==> src/rtl/vsq_pkg.sv <==
package vsq_pkg;

  localparam int CoordW   = 32;
  localparam int SumW     = CoordW + 1;
  localparam int MagW     = 32;
  localparam int ResW     = 9;
  localparam int ExtentW  = 31;
  localparam int ScaleW   = 40;
  localparam int ScaleLoW = 20;
  localparam int ScaleHiW = ScaleW - ScaleLoW;
  localparam int InvW     = 32;
  localparam int DensW    = 32;
  localparam int CompW    = 16;
  localparam int IndexW   = 24;
  localparam int ByteW    = 8;
  localparam int CfgIdxW  = 2;
  localparam int CfgDataW = ScaleW;

  // axis products and the Q48 truncation point
  localparam int AxProdW  = MagW + ScaleHiW;
  localparam int AxSumW   = AxProdW + 1;
  localparam int QShift   = 28;
  localparam int QW       = AxSumW - QShift;

  localparam int DensProdW  = DensW - 1 + InvW;
  localparam int CompProdW  = CompW - 1 + ByteW;
  localparam int CompShift  = 14;
  localparam int RowW       = 2 * ResW;
  localparam int IdxProdW   = RowW + ResW;

  localparam logic [ByteW-1:0] BYTE_MAX = 8'd255;

  localparam logic [ResW-1:0]     RES_RESET   = 9'd256;
  localparam logic [ExtentW-1:0]  EXTENT_RESET = 31'd65536;
  localparam logic [ScaleW-1:0]   SCALE_RESET = 40'h80_0000_0000;
  localparam logic [InvW-1:0]     INV_RESET   = 32'd65536;

  typedef enum logic [CfgIdxW-1:0] {
    CFG_RESOLUTION      = 2'd0,
    CFG_EXTENT          = 2'd1,
    CFG_GRID_SCALE      = 2'd2,
    CFG_INV_MAX_DENSITY = 2'd3
  } vsq_cfg_idx_t;

  typedef struct packed {
    logic [ResW-1:0]    resolution;
    logic [ExtentW-1:0] extent;
    logic [ScaleW-1:0]  grid_scale;
    logic [InvW-1:0]    inv_max_density;
  } vsq_cfg_t;

  typedef struct packed {
    logic            neg;
    logic [MagW-1:0] mag;
  } vsq_axis_t;

  typedef struct packed {
    vsq_axis_t               ax_x;
    vsq_axis_t               ax_y;
    vsq_axis_t               ax_z;
    logic signed [DensW-1:0] density;
    logic signed [CompW-1:0] comp_b;
    logic signed [CompW-1:0] comp_g;
    logic signed [CompW-1:0] comp_r;
  } vsq_entry_t;

endpackage

==> src/rtl/vsq_front.sv <==
module vsq_front (
  input  logic                            clk,
  input  logic                            rst,
  input  logic [vsq_pkg::ExtentW-1:0]     extent,
  input  logic                            start,
  output logic                            busy,
  input  logic                            node_valid,
  input  logic signed [vsq_pkg::CoordW-1:0] center_x,
  input  logic signed [vsq_pkg::CoordW-1:0] center_y,
  input  logic signed [vsq_pkg::CoordW-1:0] center_z,
  input  logic signed [vsq_pkg::DensW-1:0]  density,
  input  logic signed [vsq_pkg::CompW-1:0]  comp_b,
  input  logic signed [vsq_pkg::CompW-1:0]  comp_g,
  input  logic signed [vsq_pkg::CompW-1:0]  comp_r,
  input  logic                            q_full,
  output logic                            push,
  output vsq_pkg::vsq_entry_t             entry
);

  logic                              f_valid;
  logic                              f_valid_next;
  logic signed [vsq_pkg::SumW-1:0]   f_sum_x;
  logic signed [vsq_pkg::SumW-1:0]   f_sum_y;
  logic signed [vsq_pkg::SumW-1:0]   f_sum_z;
  logic signed [vsq_pkg::DensW-1:0]  f_density;
  logic signed [vsq_pkg::CompW-1:0]  f_comp_b;
  logic signed [vsq_pkg::CompW-1:0]  f_comp_g;
  logic signed [vsq_pkg::CompW-1:0]  f_comp_r;
  logic signed [vsq_pkg::SumW-1:0]   ext_s;
  logic                              accept;
  logic                              take;

  function automatic vsq_pkg::vsq_axis_t to_axis(logic signed [vsq_pkg::SumW-1:0] s);
    vsq_pkg::vsq_axis_t a;
    a.neg = s[vsq_pkg::SumW-1];
    a.mag = a.neg ? vsq_pkg::MagW'(-s) : s[vsq_pkg::MagW-1:0];
    return a;
  endfunction

  assign busy   = f_valid && q_full;
  assign accept = start && !busy;
  // invalid nodes are dropped here and never reach the queue
  assign take   = accept && node_valid;
  assign push   = f_valid && !q_full;
  assign ext_s  = $signed({2'b00, extent});

  always_comb begin
    f_valid_next = f_valid;
    if (take) begin
      f_valid_next = 1'b1;
    end else if (push) begin
      f_valid_next = 1'b0;
    end
  end

  always_ff @(posedge clk) begin
    if (rst) begin
      f_valid <= 1'b0;
    end else begin
      f_valid <= f_valid_next;
    end
  end

  always_ff @(posedge clk) begin
    if (take) begin
      f_sum_x   <= $signed({center_x[vsq_pkg::CoordW-1], center_x}) + ext_s;
      f_sum_y   <= $signed({center_y[vsq_pkg::CoordW-1], center_y}) + ext_s;
      f_sum_z   <= $signed({center_z[vsq_pkg::CoordW-1], center_z}) + ext_s;
      f_density <= density;
      f_comp_b  <= comp_b;
      f_comp_g  <= comp_g;
      f_comp_r  <= comp_r;
    end
  end

  always_comb begin
    entry.ax_x    = to_axis(f_sum_x);
    entry.ax_y    = to_axis(f_sum_y);
    entry.ax_z    = to_axis(f_sum_z);
    entry.density = f_density;
    entry.comp_b  = f_comp_b;
    entry.comp_g  = f_comp_g;
    entry.comp_r  = f_comp_r;
  end

  a_drain: assert property (@(posedge clk) disable iff (rst)
    (f_valid && !q_full && !(start && node_valid)) |=> !f_valid)
    else $error("front stage kept a request that was already pushed");

endmodule

==> config.mk <==
export PLATFORM = sky130hd
export DESIGN_NAME = vsq_front
export DESIGN_NICKNAME = d
export VERILOG_FILES = /design/src/rtl/vsq_pkg.sv /design/src/rtl/vsq_front.sv
export SDC_FILE = /design/constraint.sdc
export NUM_CORES = 1
export LEC_CHECK = 0
export ABC_AREA = 1
export BUFFER_PORTS_ARGS = -buffer_cell sky130_fd_sc_hd__buf_2
export CORE_MARGIN = 2
export CORE_UTILIZATION = 55
export DETAILED_ROUTE_END_ITERATION = 7
export PLACE_DENSITY = 0.82
export SYNTH_ARGS = -nofsm -noshare
export SYNTH_HDL_FRONTEND = slang
export SYNTH_SLANG_ARGS = --single-unit
==> constraint.sdc <==
create_clock -name clk -period 14.1 [get_ports clk]
set_input_delay 2.82 -clock clk [delete_from_list [all_inputs] [get_ports clk]]
set_output_delay 2.82 -clock clk [all_outputs]
set_load 0.02 [all_outputs]
---- Word-level counts from Yosys, hierarchy flattened ----
Cells that the tools add are included.
cells by class
  add/sub/neg operators ................... 6
  multiply operators ...................... 0
  div/mod/pow operators ................... 0
  magnitude comparators ................... 0
  equality and inequality tests ........... 0
  shift operators ......................... 0
  muxes and demuxes ....................... 5
  bitwise operators ....................... 0
  reductions and logical operators ........ 7
operators by type and width
  operator                 count
  adder 32 x 32 -> 33 bit  3
  two-way mux 32 bit       3
  negation 32 bit          3
  logical AND 1 bit        4
  logical NOT 1 bit        2
  two-way mux 1 bit        2
  nonzero test 2 bit       1
word-level totals
  flip-flop bits (word level) ............. 180
  bits in latches ......................... 0
  memory bits (writable) .................. 0
  memory bits (read-only) ................. 0
  bits of input ports ..................... 212
  output and inout port bits .............. 181
  logic and storage cells ................. 26
  memories kept ........................... 0

---- Longest topological paths before layout ----
  depth in word-level cells ............... 5
  depth in mapped cells ................... 12
  depth with buffers taken out ............ 12

---- Worst setup path before layout ----
Ideal clock, no wire load.
  path type ............................... input port to flip-flop
  from .................................... input port q_full
  to ...................................... register f_comp_b[0] (netlist bit) (enable)
  library setup time ...................... 0.721 ns
  arrival ................................. 10.445 ns
  data required time ...................... 13.379 ns
  slack ................................... 2.934 ns
  stages .................................. 3
  buffers on the path ..................... 0
  cells stage by stage .................... nand2_1 -> inv_1 -> nor2_1
between the ends
  cells in the longest elaborated chain, start to end .. 4
ends and longest elaborated chain
  item                  line             RTL
  from (decl)           vsq_front.sv:15  input logic q_full,
  logical AND 1 bit     vsq_front.sv:40  assign busy = f_valid && q_full;
  named net busy        vsq_front.sv:6   output logic busy,
  logical NOT 1 bit     vsq_front.sv:41  assign accept = start && !busy;
  logical AND 1 bit     vsq_front.sv:41
  logical AND 1 bit     vsq_front.sv:43  assign take = accept && node_valid;
  to (signal assigned)  vsq_front.sv:70  f_comp_b <= comp_b;
  to (decl)             vsq_front.sv:26  logic signed [vsq_pkg::CompW-1:0] f_comp_b;
The timed path passes the listed nets, and every way through them passes these cells.
A chain may end at the register's enable or synchronous reset.

---- Worst setup path in the final report ----
  from .................................... input port q_full
  to ...................................... output port busy
between the ends
  cells in the longest elaborated chain, start to end .. 1
ends and longest elaborated chain
  item               line
  logical AND 1 bit  vsq_front.sv:40
  to (decl)          vsq_front.sv:6
No other way between the ends.

==> flow_metrics.env <==
export IMPL_synth_area_leaders="edfxtp_1, nand2_1, inv_1"
export IMPL_clkTransAtPathRegs_ns=0.07
export IMPL_synth_top_area_share_pct=34.4
export IMPL_vias=15700
export IMPL_rsz0062_at_grt="no"
export IMPL_ys_async_sr_fraction_pct=0
export IMPL_drtIter0Drc=1290
export IMPL_synth_cell_type_count=36
export IMPL_slew_viol_final=0
export IMPL_root_buffer="clkbuf_16"
export IMPL_worstSetupEndpointType="output port"
export IMPL_hpwl_mm=40.0
export IMPL_slew_headroom_pct=33.2
export IMPL_cts_buffers=17
export IMPL_path_max_fanout=2
export IMPL_maxCapViolations=0
export IMPL_rows=61
export IMPL_grt_usage_pct=31.5
export IMPL_grt_pass1_wl_mm=74.0
export IMPL_wire_per_inst_um=15.0
export IMPL_start_util_pct=56.1
export IMPL_clock_skew_ns=0.0111
export IMPL_post_cts_buffers=0
export IMPL_power_density_nw_per_um2=89.4
export IMPL_highest_layer="met4"
export IMPL_critPathCapture="busy"
export IMPL_worstSetupPathType="in2out"
export IMPL_r2r_start="f_valid"
export IMPL_fmax_mhz=164
export IMPL_grt_start_max_net_pins=82
export IMPL_ant_nets=0
export IMPL_ir_drop_mv=0.0681
export IMPL_finalHoldViolations=0
export IMPL_cts_tree="yes"
export IMPL_area_growth_synth_to_final_pct=19.2
export IMPL_ctsHoldBuffers=0
export IMPL_r2r_end="f_sum_z[7]"
export IMPL_synth_most_common_cell="nand2_1"
export IMPL_wl_met2_mm=22.0
export IMPL_period_share_pct=43.3
export IMPL_firstDrtPassIters=6
export IMPL_synthFlopType="edfxtp_1"
export IMPL_antenna_found_initial=13
export IMPL_dpl_cell_area_um2=18000
export IMPL_yosysSeqAreaShare_pct=34.5
export IMPL_crit_path_start_kind="input pin"
export IMPL_die_h_um=173
export IMPL_period_minus_slack_ns=6.10
export IMPL_cpMaxStageDelayCell="buf_2"
export IMPL_status="complete, no violations"
export IMPL_yosysWarningCount=0
export IMPL_dieArea_um2=29800
export IMPL_coreArea_um2=27900
export IMPL_p_leak_uw=0.0104
export IMPL_clock_sink_count=180
export IMPL_portBuffers=392
export IMPL_cts_max_level=4
export IMPL_synth_fp_nets=2671
export IMPL_synth_area_per_cell_um2=6.62
export IMPL_crit_chain="buf_2, nand2_1, inv_1, buf_2"
export IMPL_critPathMostFrequentCell="buf_2"
export IMPL_setup_viol=0
export IMPL_grt_ovfl_total=0
export IMPL_worst_r2r_path_depth=4
export IMPL_worstPathRequired_ns=11.28
export IMPL_drive_gt1_share_pct=17.3
export IMPL_layout_nets=3068
export IMPL_synth_area_um2=15600
export IMPL_synth_edff_count=179
export IMPL_routed_wl_mm=47.5
export IMPL_synthCells=2360
export IMPL_first_global_vias=14600
export IMPL_critPathLaunch="q_full"
export IMPL_fillCellCount=2592
export IMPL_cts_buffer_depth=2
export IMPL_cts_resized=0
export IMPL_critical_path_max_stage_delay_ns=0.18
export IMPL_hold_class="reg2reg"
export IMPL_vias_per_cell=4.97
export IMPL_clk_latency_ns=0.45
export IMPL_die_x_um=173
export IMPL_yosysTopAreaCell="edfxtp_1"
export IMPL_drc=0
export IMPL_num_io_pins=393
export IMPL_gp_congestion=0.980
export IMPL_wl_met3_mm=3.49
export IMPL_synth_seq_cells=180
export IMPL_wl_met1_mm=20.1
export IMPL_setup_tns_ns=0
export IMPL_tightest_slew_ns=1.00
export IMPL_final_cell_area_um2=18600
export IMPL_synth_common_cells="nand2_1, inv_1, nor2_1"
export IMPL_r2r_slack_ns=11.50
export IMPL_arrival_ns=3.28
worst min-delay path by stage:
stage / start / to / slack, ns / cells past startpoint
after global placement: f_valid / f_valid / 0.47 / 2
after detailed placement: f_valid / f_valid / 0.50 / 2
after CTS: f_valid / f_valid / 0.52 / 2
after global routing: f_valid / f_valid / 0.55 / 2
final: f_valid / f_valid / 0.51 / 2
after floorplan: f_valid / f_valid / 0.45 / 2
worst max-delay path, delay by kind of cell:
family        cells  cell delay, ns
buf+inv           3            0.38
simple gates      1            0.08
stage by stage:
| stage | worst slack [ns] | total power (µW) | utilization (%) | hold WS (ns) | cells |
|---|---|---|---|---|---|
| floorplan | 2.93 | 1030 | - | 0.448 | 2360 |
| global placement | 8.03 | 1180 | 64.6 | 0.466 | 3116 |
| detailed placement | 8.00 | 1190 | 64.6 | 0.504 | 3116 |
| CTS | 7.99 | 1670 | 66.7 | 0.524 | 3148 |
| global route | 7.95 | 1760 | 66.8 | 0.549 | 3160 |
| finish | 8.00 | 1660 | 66.8 | 0.512 | 3161 |
area by class of cell:
type | instances | area [µm²] | area share [%]
repair buffers | 396 | 1990 | 10.7
inverters | 472 | 1770 | 9.52
clock buffers | 18 | 429 | 2.31
multi-input cells | 1690 | 8360 | 44.9
flip-flops and latches | 180 | 5400 | 29.0
clock inverters | 14 | 156 | 0.840
diodes | 13 | 32.5 | 0.175
well taps | 378 | 473 | 2.54
routing by layer:
| metal | up-vias | GRT usage [%] |
|---|---|---|
| li1 | 8035 | - |
| met1 | 6943 | 40.2 |
| met2 | 642 | 52.7 |
| met3 | 97 | 4.71 |
| met4 | 0 | 14.6 |
| met5 | - | 0 |
flip-flops by register name (all words and copies together), names as in the netlist:
signal and flops:
f_sum_y 33, f_comp_r 16, f_comp_g 16, f_valid 1, f_sum_z 33, f_comp_b 16, f_density 32, f_sum_x 33
power breakdown:
part / switching, µW / leakage [µW] / internal [µW]
logic: 348 / 0.00846 / 175
clock network: 237 / 0.000283 / 238
registers: 25.4 / 0.00169 / 640
total: 611 / 0.0104 / 1050
kinds of logic (layout without fill, tap and decap cells):
family	after synthesis	after routing	synth area share [%]
other	0	13	0
adder cells (fa/ha/maj)	99	99	8.07
AO/OA/AOI/OAI	99	99	3.36
flip-flops	180	180	34.5
buffers and inverters	490	900	12.0
XOR/XNOR	115	115	6.45
AND/OR/NAND/NOR	1377	1377	35.6
cell usage in the layout, fill, tap and decap left out, types with 2 or more instances in the layout:
cell,n
fa_1,3
nand3b_1,2
nand2_1,951
edfxtp_1,179
nor2_2,10
inv_1,452
nor3_1,26
clkinv_1,2
a31oi_1,2
nor4_1,2
diode_2,13
o21ai_0,14
nor2_1,226
buf_4,4
and2_1,4
nand3_1,125
clkinv_8,2
clkinv_4,4
inv_2,18
nand2_2,7
buf_2,392
ha_1,96
nand3_2,6
xnor2_1,12
nor2_4,8
inv_8,5
a21oi_1,65
xor2_1,103
clkbuf_16,17
o21bai_1,6
nand4_1,7
o21ai_1,8
o31ai_1,2
Power figures use the tool's default switching activity.
