## config.mk

```make
export PLATFORM = sky130hd
export DESIGN_NAME = vsq_queue
export DESIGN_NICKNAME = d
export VERILOG_FILES = /design/src/rtl/vsq_pkg.sv /design/src/rtl/vsq_queue.sv
export SDC_FILE = /design/constraint.sdc
export NUM_CORES = 1
export LEC_CHECK = 0
export ABC_AREA = 0
export BUFFER_PORTS_ARGS = -buffer_cell sky130_fd_sc_hd__buf_2
export CAP_MARGIN = 20
export CORE_ASPECT_RATIO = 1.25
export CORE_MARGIN = 1.5
export CORE_UTILIZATION = 40
export DETAILED_ROUTE_END_ITERATION = 6
export SLEW_MARGIN = 15
export SYNTH_ARGS = -nofsm -noshare
export SYNTH_HDL_FRONTEND = slang
export SYNTH_SLANG_ARGS = --single-unit
export TNS_END_PERCENT = 5
```

## constraint.sdc

```tcl
create_clock -name clk -period 14.7 [get_ports clk]
set_clock_uncertainty 0.2 [all_clocks]
set_input_delay 1.47 -clock clk [delete_from_list [all_inputs] [get_ports clk]]
set_output_delay 1.47 -clock clk [all_outputs]
set_load 0.02 [all_outputs]
```

## src/rtl/vsq_pkg.sv

```systemverilog
package vsq_pkg;

  localparam int CoordW   = 32;
  localparam int SumW     = CoordW + 1;
  localparam int MagW     = 32;
  localparam int ResW     = 9;
  localparam int ExtentW  = 31;
  localparam int ScaleW   = 40;
  localparam int ScaleLoW = 20;
  localparam int ScaleHiW = ScaleW - ScaleLoW;
  localparam int InvW     = 32;
  localparam int DensW    = 32;
  localparam int CompW    = 16;
  localparam int IndexW   = 24;
  localparam int ByteW    = 8;
  localparam int CfgIdxW  = 2;
  localparam int CfgDataW = ScaleW;

  // axis products and the Q48 truncation point
  localparam int AxProdW  = MagW + ScaleHiW;
  localparam int AxSumW   = AxProdW + 1;
  localparam int QShift   = 28;
  localparam int QW       = AxSumW - QShift;

  localparam int DensProdW  = DensW - 1 + InvW;
  localparam int CompProdW  = CompW - 1 + ByteW;
  localparam int CompShift  = 14;
  localparam int RowW       = 2 * ResW;
  localparam int IdxProdW   = RowW + ResW;

  localparam logic [ByteW-1:0] BYTE_MAX = 8'd255;

  localparam logic [ResW-1:0]     RES_RESET   = 9'd256;
  localparam logic [ExtentW-1:0]  EXTENT_RESET = 31'd65536;
  localparam logic [ScaleW-1:0]   SCALE_RESET = 40'h80_0000_0000;
  localparam logic [InvW-1:0]     INV_RESET   = 32'd65536;

  typedef enum logic [CfgIdxW-1:0] {
    CFG_RESOLUTION      = 2'd0,
    CFG_EXTENT          = 2'd1,
    CFG_GRID_SCALE      = 2'd2,
    CFG_INV_MAX_DENSITY = 2'd3
  } vsq_cfg_idx_t;

  typedef struct packed {
    logic [ResW-1:0]    resolution;
    logic [ExtentW-1:0] extent;
    logic [ScaleW-1:0]  grid_scale;
    logic [InvW-1:0]    inv_max_density;
  } vsq_cfg_t;

  typedef struct packed {
    logic            neg;
    logic [MagW-1:0] mag;
  } vsq_axis_t;

  typedef struct packed {
    vsq_axis_t               ax_x;
    vsq_axis_t               ax_y;
    vsq_axis_t               ax_z;
    logic signed [DensW-1:0] density;
    logic signed [CompW-1:0] comp_b;
    logic signed [CompW-1:0] comp_g;
    logic signed [CompW-1:0] comp_r;
  } vsq_entry_t;

endpackage

```

## src/rtl/vsq_queue.sv

```systemverilog
module vsq_queue #(
  parameter int DEPTH = 4
) (
  input  logic                clk,
  input  logic                rst,
  input  logic                push,
  input  vsq_pkg::vsq_entry_t wr_data,
  output logic                full,
  input  logic                pop,
  output logic                rd_valid,
  output vsq_pkg::vsq_entry_t rd_data
);

  localparam int PtrW = (DEPTH > 1) ? $clog2(DEPTH) : 1;
  localparam int CntW = $clog2(DEPTH + 1);
  localparam logic [PtrW-1:0] LastPtr = PtrW'(DEPTH - 1);
  localparam logic [CntW-1:0] FullCnt = CntW'(DEPTH);

  vsq_pkg::vsq_entry_t mem [DEPTH];
  logic [PtrW-1:0] wr_ptr;
  logic [PtrW-1:0] rd_ptr;
  logic [CntW-1:0] count;
  logic [CntW-1:0] count_next;
  logic            do_pop;

  assign full     = (count == FullCnt);
  assign rd_valid = (count != '0);
  assign rd_data  = mem[rd_ptr];
  assign do_pop   = pop && rd_valid;

  always_comb begin
    count_next = count;
    if (push && !do_pop) begin
      count_next = count + CntW'(1);
    end else if (do_pop && !push) begin
      count_next = count - CntW'(1);
    end
  end

  always_ff @(posedge clk) begin
    if (rst) begin
      wr_ptr <= '0;
      rd_ptr <= '0;
      count  <= '0;
    end else begin
      count <= count_next;
      if (push) begin
        wr_ptr <= (wr_ptr == LastPtr) ? '0 : wr_ptr + PtrW'(1);
      end
      if (do_pop) begin
        rd_ptr <= (rd_ptr == LastPtr) ? '0 : rd_ptr + PtrW'(1);
      end
    end
  end

  always_ff @(posedge clk) begin
    if (push) begin
      mem[wr_ptr] <= wr_data;
    end
  end

  a_no_overflow: assert property (@(posedge clk) disable iff (rst) full |-> !push)
    else $error("push into full queue");

  a_count_up: assert property (@(posedge clk) disable iff (rst)
    (push && !do_pop) |=> count == $past(count) + CntW'(1))
    else $error("queue count lost a push");

endmodule

```

---- Yosys cells after proc, flatten, opt, wreduce, memory -nomap -nowiden ----
Memories as Yosys holds them, arrays and structs flattened. A register that Yosys moved wholly into a read port is not among the register bits.
Index checks and enable logic that the tools add are counted.
W data, S select, Z words.
cells by class
  add/sub/neg operators ................... 4
  eq/ne operators ......................... 3
  mux-type cells .......................... 8
  reduce and logical (&&, ||, !) cells .... 7
operators by type and width
  kind                   number
  $mux W2                4
  $mux W3                2
  $add A2 B1 Y2 const B  2
  $eq A2 B2 Y1 const B   2
  $add A3 B1 Y3 const B  1
  $eq A3 B3 Y1 const B   1
  $logic_and A1 B1 Y1    3
  $reduce_bool A3 Y1     1
  $sub A3 B1 Y3 const B  1
  $logic_not A1 Y1       2
  $mux W1                2
  $reduce_bool A2 Y1     1
storage, ports and cells
  register bits ........................... 7
  memory bits (writable) .................. 716
  logic and storage cells ................. 26
  memories ................................ 1
memories
  name  depth  width  read ports  clocked after memory_dff  write ports  line             source
  mem   4      179    1           1                         1            vsq_queue.sv:19  vsq_pkg::vsq_entry_t mem [DEPTH];

---- Logic depth before layout (Yosys ltp) ----
Gate-level depths: netlist of the first run.
  depth after elaboration ................. 5
  depth in mapped cells ................... 7
  depth with buffers taken out ............ 7

---- Worst setup path after synthesis of the first run ----
No wires, ideal clock.
  kind .................................... input -> register
  from .................................... in push
  to ...................................... mem mem[0][0] (netlist name), enable pin
  data arrival time ....................... 5540 ps
  required time ........................... 13940 ps
  slack ................................... 8400 ps
  cell stages on the path ................. 1
  path buffers ............................ 0
  path through ............................ and2_1
between the ends
  longest elaborated chain between the ends .. 2
ends and longest elaborated chain
  element                        line             source
  start: declaration             vsq_queue.sv:6   input logic push,
  $mux W1                        vsq_queue.sv:57  if (push) begin
  $mux W1 (implied by the code)  vsq_queue.sv:58  mem[wr_ptr] <= wr_data;
  end: declaration               vsq_queue.sv:19
Every way passes these cells.

==> results of run 1 <==
## final cells by class
class	count	area, sq um
inverter	3	11.26
multi-input combinational	211	4294
sequential	725	21690
clock inverter	42	422.9
tap	848	1061
fill	5241	33330
clock buffer	89	1887
timing repair buffer	379	1969
antenna	5	12.51
## power breakdown
group / total, mW / leakage [nW] / internal (mW) / switching [mW]
combinational: 1.01 / 2.61 / 0.422 / 0.592
sequential: 2.41 / 6.65 / 2.38 / 0.0339
clock: 1.77 / 1.12 / 1.01 / 0.755
total: 5.19 / 10.4 / 3.81 / 1.38
## sequential cells by signal, summed over array words and instances, names as in the netlist, named ones only
signal	flops
mem	716
rd_ptr	2
wr_ptr	2
count	3
## final timing paths
check / from / to / slack, ps / cells past startpoint
hold reg to reg: rd_ptr[0]$_SDFFE_PP0P_ / register / 290 / 2
setup / recovery: register / rd_data[61] / 9500 / 4
setup reg to reg: wr_ptr[0]$_SDFFE_PP0P_ / mem[3][88]$_DFFE_PP_ / 11520 / 4
hold / removal: rd_ptr[0]$_SDFFE_PP0P_ / register / 290 / 2
## layer usage
layer / wire length, um / share of wire, % / GRT usage, % / vias to the layer above
met4: 1367 / 2.7 / 6.445 / 8
met5: 45 / 0.087 / 0 / -
met3: 3713 / 7.2 / 4.616 / 88
met2: 26270 / 51 / 25.49 / 329
li1: - / - / - / 5088
met1: 20070 / 39 / 18.68 / 6189
## cells by family (layout without fill, tap and decap cells)
group,after synthesis,in the layout,synth area share [%]
AO/OA/AOI/OAI,4,4,0.08577
multiplexers,183,183,15.51
other,0,5,0
buffers and inverters,43,513,1.106
XOR/XNOR,2,2,0.06673
AND/OR/NAND/NOR,15,15,0.2954
flip-flops,725,725,82.58
adder cells (fa/ha/maj),7,7,0.3622
## worst min-delay path: cells and delay by family, from the launching register on
family / cells / cell delay, ps
flops: 1 / 320
compound gates: 1 / 70
simple gates: 1 / 60
## cell usage in the layout (no fill, tap or decap), types with 4 or more instances in the layout
cell,n
clkbuf_1,16
ha_1,6
mux4_2,179
nor2_1,6
edfxtp_1,716
and2_4,4
clkinv_2,11
buf_2,363
buf_4,14
bufinv_16,5
mux2i_1,4
dfxtp_1,7
diode_2,5
clkbuf_16,73
clkinv_1,18
==> results_dict.tcl, run 1 <==
set metrics [dict create \
    htreeDepth 3 \
    grt_pass1_vias 12529 \
    synth_top_area_cell "edfxtp_1" \
    rows 104 \
    crit_family "buffers and inverters" \
    hold_path.class "register to register" \
    coreArea_sq_mm 0.06467 \
    hpwl_mm 31.19 \
    outcome "complete, no violations" \
    drc 0 \
    ys_seq_area_share_pct 82.58 \
    path_max_fanout 45 \
    dp_cells 2166 \
    path_common_cell "buf_4" \
    rsz0062_at_grt "no" \
    area_growth_pct 19.39 \
    cp-end-kind "output port" \
    clk_latency_ps 620 \
    synthArstFlopShare_pct 0 \
    place_congestion 0.7149 \
    period_share_pct 35.34 \
    placed_area_sq_mm 0.02902 \
    syn_area_sq_mm 0.02626 \
    yosys.cell_types.count 19 \
    synth_area_leaders "edfxtp_1 (82%), mux4_2 (15%), dfxtp_1 (0.69%), buf_6 (0.60%), buf_2 (0.36%)" \
    post-route-util_pct 48.47 \
    cts_sinks 725 \
    ctsResizeCount 0 \
    drtPass1Iterations 4 \
    power_density_mw_per_mm2 165.6 \
    leakage_nw 10.37 \
    grtUsageTotal_pct 15.34 \
    setup_viol 0 \
    clkTransAtPathRegs_ps 60 \
    synth_top_area_share_pct 81.89 \
    overflow 0 \
    cts_setup_buffers 0 \
    mappedNetlistNets 1169 \
    port_buffers 363 \
    postRouteWirelength_mm 51.46 \
    drv_slew 0 \
    die_h_um 289.4 \
    antenna_found_initial 9 \
    cts_made_buffers 72 \
    drtAntennaViolNets 0 \
    syn_avg_cell_area_sq_um 26.82 \
    peakVddDrop_mv 0.1262 \
    worstPathArrival_ps 3530 \
    final_cells 2302 \
    hold_viol_final 0 \
    grt_max_degree 151 \
    critPathSlowestCell "buf_4" \
    cts_tree "built" \
    ys_ff_latch 725 \
    fmax_ghz 0.1925 \
    maxCapViolCount 0 \
    synth_cells 979 \
    yosys_warnings 0 \
    fin_setup_tns_ps 0 \
    netlist_top_cells_count "edfxtp_1 (716), mux4_2 (179), buf_2 (19)" \
    synth_edf_count 716 \
    drt_iter0_markers 653 \
    whs_ps 287.1 \
    grt_pass1_wl_mm 76.22 \
    dieArea_sq_mm 0.06719 \
    period_minus_slack_ps 5195 \
    ctsHoldBuffers 0 \
    worstPathRequired_ps 13030 \
    drive_gt1_share_pct 45.62 \
    finalNetCount 1582 \
    clock_path_buffers 3 \
    start_util_pct 40.60 \
    place_ws_ps 9945 \
    layout_setup_ws_ps 9505 \
    finalPower_mw 5.192 \
    crit_path_start_kind "register" \
    relSlewSlack_pct 29.20 \
    die_w_um 232.2 \
    worst-path-buf-inv 3 \
    vias_per_cell 5.083 \
    worst_slew_pin_slew_ps 1062 \
    synth_most_common_cell "edfxtp_1" \
    cp_cell_sequence "buf_4, buf_4, mux4_2, buf_2" \
    fin_area_sq_mm 0.03135 \
    vias 11702 \
    worstSetupPathType "register to output port" \
    cpPeakStageDelay_ps 790 \
    cts_root_buffer "clkbuf_16" \
    wl_per_cell_um 22.35 \
    ios 364 \
    synth_ff_type "edfxtp_1" \
]
Note: power is estimated with default switching activity, not from simulation.
==> inputs of run 2 (changes only) <==
==> constraint.sdc (replaced) <==
create_clock -name clk -period 5.1 [get_ports clk]
set_clock_uncertainty 0.2 [all_clocks]
set_input_delay 0.51 -clock clk [delete_from_list [all_inputs] [get_ports clk]]
set_output_delay 0.51 -clock clk [all_outputs]
set_load 0.02 [all_outputs]
==> results_dict.tcl, run 2 (synthesis results as in run 1) <==
set metrics [dict create \
    outcome "complete, no violations" \
    port_buffers 363 \
    period_share_pct 68.20 \
    peakVddDrop_mv 0.3769 \
    start_util_pct 40.60 \
    grt_pass1_wl_mm 80.44 \
    path_max_fanout 34 \
    cp-end-kind "output port" \
    cts_tree "built" \
    dieArea_sq_mm 0.06719 \
    hold_path.class "input pin to register" \
    worst_slew_pin_slew_ps 841.5 \
    drtPass1Iterations 4 \
    rsz0062_at_grt "no" \
    cts_sinks 725 \
    ctsHoldBuffers 180 \
    worstSetupPathType "register to output port" \
    htreeDepth 3 \
    largest_register_ffs 716 \
    critPathSlowestCell "dfxtp_4" \
    vias_per_cell 5.008 \
    period_minus_slack_ps 3478 \
    grtUsageTotal_pct 15.98 \
    overflow 0 \
    cts_setup_buffers 0 \
    crit_path_start_kind "register" \
    pwr-share-comb_pct 20.3 \
    finalPower_mw 15.00 \
    layout_common_cells "edfxtp_1 (716), buf_2 (363), dlygate4sd3_1 (180)" \
    clk_latency_ps 590 \
    worst-path-buf-inv 2 \
    fin_setup_tns_ps 0 \
    hpwl_mm 31.05 \
    vias 12416 \
    drv_slew 0 \
    die_h_um 289.4 \
    leakage_nw 11.13 \
    clkTransAtPathRegs_ps 60 \
    worstPathArrival_ps 2770 \
    p_int_mw 11.02 \
    worstPathRequired_ps 4390 \
    setup_viol 0 \
    drive_gt1_share_pct 40.85 \
    drt_iter0_markers 634 \
    cpPeakStageDelay_ps 900 \
    grt_pass1_vias 14002 \
    die_w_um 232.2 \
    drtAntennaViolNets 0 \
    post-route-util_pct 51.28 \
    top_register "mem" \
    cts_made_buffers 71 \
    hold_viol_final 0 \
    maxCapViolCount 0 \
    power_density_mw_per_mm2 452.3 \
    power_frac_seq_pct 46.7 \
    cts_root_buffer "clkbuf_16" \
    postRouteWirelength_mm 53.13 \
    antenna_found_initial 5 \
    ios 364 \
    switching_power_mw 3.984 \
    area_growth_pct 26.30 \
    wl_per_cell_um 21.43 \
    cp_cell_sequence "buf_4, mux4_2, buf_2" \
    drc 0 \
    top_regs "mem (716), count (3)" \
    grt_max_degree 95 \
    ctsResizeCount 0 \
    crit_family "flip-flops" \
    coreArea_sq_mm 0.06467 \
    rows 104 \
    clock_path_buffers 3 \
    p_sw_share_pct 26.56 \
    relSlewSlack_pct 43.90 \
    fmax_ghz 0.2875 \
    final_common_cell "edfxtp_1" \
    finalNetCount 1763 \
    place_congestion 0.7171 \
    clkPwrFrac_pct 33.0 \
]
-- run 2: cell type report --
class,count,area (sq um)
Clock inverter,45,372.9
Multi-Input combinational cell,211,4294
Tap cell,848,1061
Fill cell,5046,31510
Timing Repair Buffer,561,3904
Sequential cell,725,21690
Inverter,3,11.26
Antenna cell,3,7.507
Clock buffer,83,1822
-- run 2: through the flow --
| stage | setup slack, ps | hold slack [ps] | area, sq um | cells |
|---|---|---|---|---|
| floorplan | -281.2 | 255.9 | 26260 | 979 |
| global placement | 2110 | 266.5 | 29160 | 2168 |
| detailed placement | 2109 | 282.8 | 29160 | 2168 |
| CTS | 1452 | 40.31 | 33150 | 2476 |
| global route | 1398 | 81.86 | 33160 | 2479 |
| finish | 1622 | 110.1 | 33160 | 2479 |
-- run 2: worst min-delay path, cell delays in order --
cell	delay [ps]
buf_2	180
mux2i_1	100
nor2_1	80
-- run 2: worst paths after layout --
| path | start | endpoint | slack (ps) | cells after the start |
|---|---|---|---|---|
| hold reg to reg | rd_ptr[0]$_SDFFE_PP0P_ | register | 290 | 2 |
| setup / recovery | register | rd_data[32] | 1620 | 3 |
| setup reg to reg | count[0]$_SDFFE_PP0P_ | count[2]$_SDFFE_PP0P_ | 2530 | 7 |
| hold / removal | push | wr_ptr[1]$_SDFFE_PP0P_ | 110 | 3 |
-- run 2: metal layers --
layer	part of all wire (%)	GRT usage, %	wire (um)
met5	0.047	0	25
met4	2.4	5.828	1285
met1	39	18.65	20580
met3	6.0	4.173	3201
met2	53	28.31	28030
-- run 2: power by group through the flow --
| stage | clock network [mW] | registers [mW] | logic, mW |
|---|---|---|---|
| detailed placement | 0 | 7.14 | 3.00 |
| global route | 5.30 | 7.03 | 3.26 |
| floorplan | 0 | 7.05 | 2.12 |
| finish | 4.95 | 7.00 | 3.05 |
| CTS | 5.09 | 7.01 | 3.13 |
| global placement | 0 | 7.12 | 2.99 |
==> inputs of run 3 (changes only) <==
==> constraint.sdc (replaced) <==
create_clock -name clk -period 3.1 [get_ports clk]
set_clock_uncertainty 0.2 [all_clocks]
set_input_delay 0.31 -clock clk [delete_from_list [all_inputs] [get_ports clk]]
set_output_delay 0.31 -clock clk [all_outputs]
set_load 0.02 [all_outputs]
==> results_dict.tcl, run 3 (synthesis results as in run 1) <==
set metrics [dict create \
    worstPathRequired_ps 2590 \
    r2r-start "count[1]$_SDFFE_PP0P_" \
    grt_pass1_vias 13890 \
    ios 364 \
    cts_root_buffer "clkbuf_16" \
    finalNetCount 1797 \
    drtAntennaViolNets 0 \
    fillers 5020 \
    grt_pass1_wl_mm 81.01 \
    start_util_pct 40.60 \
    hpwl_mm 33.01 \
    power_density_mw_per_mm2 752.8 \
    clock_path_buffers 3 \
    dieArea_sq_mm 0.06719 \
    drive_gt1_share_pct 41.95 \
    fmax_ghz 0.3518 \
    top_regs "mem (716), count (3)" \
    fin_area_sq_mm 0.03373 \
    drt_iter0_markers 578 \
    area_growth_pct 28.48 \
    path_max_fanout 23 \
    seq_area_sq_mm 0.02169 \
    wl_per_cell_um 21.49 \
    postRouteWirelength_mm 54.04 \
    setup_viol 0 \
    die_h_um 289.4 \
    cp-end-kind "output port" \
    vias_per_cell 4.961 \
    largest_register_ffs 716 \
    final_common_cell "edfxtp_1" \
    overflow 0 \
    coreArea_sq_mm 0.06467 \
    worst_slew_pin_slew_ps 560.6 \
    relSlewSlack_pct 62.63 \
    htreeDepth 3 \
    drc 0 \
    placed_area_sq_mm 0.02948 \
    dp_cells 2196 \
    leakage_nw 11.40 \
    cts_tree "built" \
    hold_viol_final 0 \
    finalPower_mw 25.39 \
    hp-start "wr_data[83]" \
    worstPathArrival_ps 2330 \
    drtPass1Iterations 6 \
    clk_latency_ps 600 \
    grt_max_degree 81 \
    outcome "complete, no violations" \
    multiInputGateArea_sq_mm 0.004294 \
    port_buffers 363 \
    top_register "mem" \
    place_congestion 0.7372 \
    cts_sinks 725 \
    grtUsageTotal_pct 16.12 \
    vias 12472 \
    cts_made_buffers 73 \
    clkTransAtPathRegs_ps 60 \
    maxCapViolCount 0 \
    period_share_pct 91.70 \
    rsz0062_at_grt "no" \
    antenna_found_initial 3 \
    hold_path.class "input pin to register" \
    drv_slew 0 \
    crit_path_start_kind "register" \
    period_minus_slack_ps 2843 \
    peakVddDrop_mv 0.6782 \
    rows 104 \
    die_w_um 232.2 \
    worstSetupPathType "register to output port" \
    final_cells 2514 \
    layout_common_cells "edfxtp_1 (716), buf_2 (363), dlygate4sd3_1 (183)" \
]
==> run 3: metrics by stage <==
stage	hold WS, ps	setup slack [ps]	TNS, ps	util (%)
final	247.7	257.3	0	52.16
after global routing	222.9	100.6	0	52.16
after CTS	197.7	55.02	0	52.12
after detailed placement	284.6	605.1	0	45.58
after global placement	283.2	717.3	0	45.58
after floorplan	179.1	-276.9	-96060	-
==> run 3: worst max-delay path, stage by stage (launching register included) <==
cell	delay [ps]
dfxtp_4	550
buf_12	220
buf_12	240
mux4_2	540
buf_2	180
==> run 3: area by class of cell <==
type	count	area share, %
flip-flops and latches	725	64.30
well taps	848	3.145
clock buffers	92	5.816
inverters	3	0.03338
diodes	2	0.01484
clock inverters	40	1.287
multi-input cells	211	12.73
repair buffers	593	12.68
==> run 3: timing repair <==
action                                 in CTS  in global routing
setup buffers                               0                  1
hold buffers                              183                  0
gates resized for setup                     0                  0
endpoints found under the hold margin     725                  0
setup endpoints to repair                   0                  3
==> run 3: power breakdown <==
group | switching (mW) | total, mW | internal, mW
clock network | 3.58 | 8.69 | 5.11
registers | 0.173 | 11.4 | 11.3
logic | 2.93 | 5.28 | 2.35
total | 6.68 | 25.4 | 18.7
==> run 3: metal layers <==
| layer | share of wire, % | global-route usage (%) | vias up |
|---|---|---|---|
| li1 | - | - | 5534 |
| met1 | 39 | 19.57 | 6485 |
| met2 | 52 | 28.02 | 364 |
| met3 | 5.8 | 3.406 | 89 |
| met4 | 2.7 | 6.591 | 0 |
| met5 | 0 | 0 | - |
==> run 3: path summary, 6_finish.rpt <==
path	cells after the start	to	slack, ps
worst max register to register	7	count[2]$_SDFFE_PP0P_	610
worst min-delay path	2	mem[1][83]$_DFFE_PP_	250
worst max-delay path	4	rd_data[23]	260
worst min register to register	2	rd_ptr[0]$_SDFFE_PP0P_	310
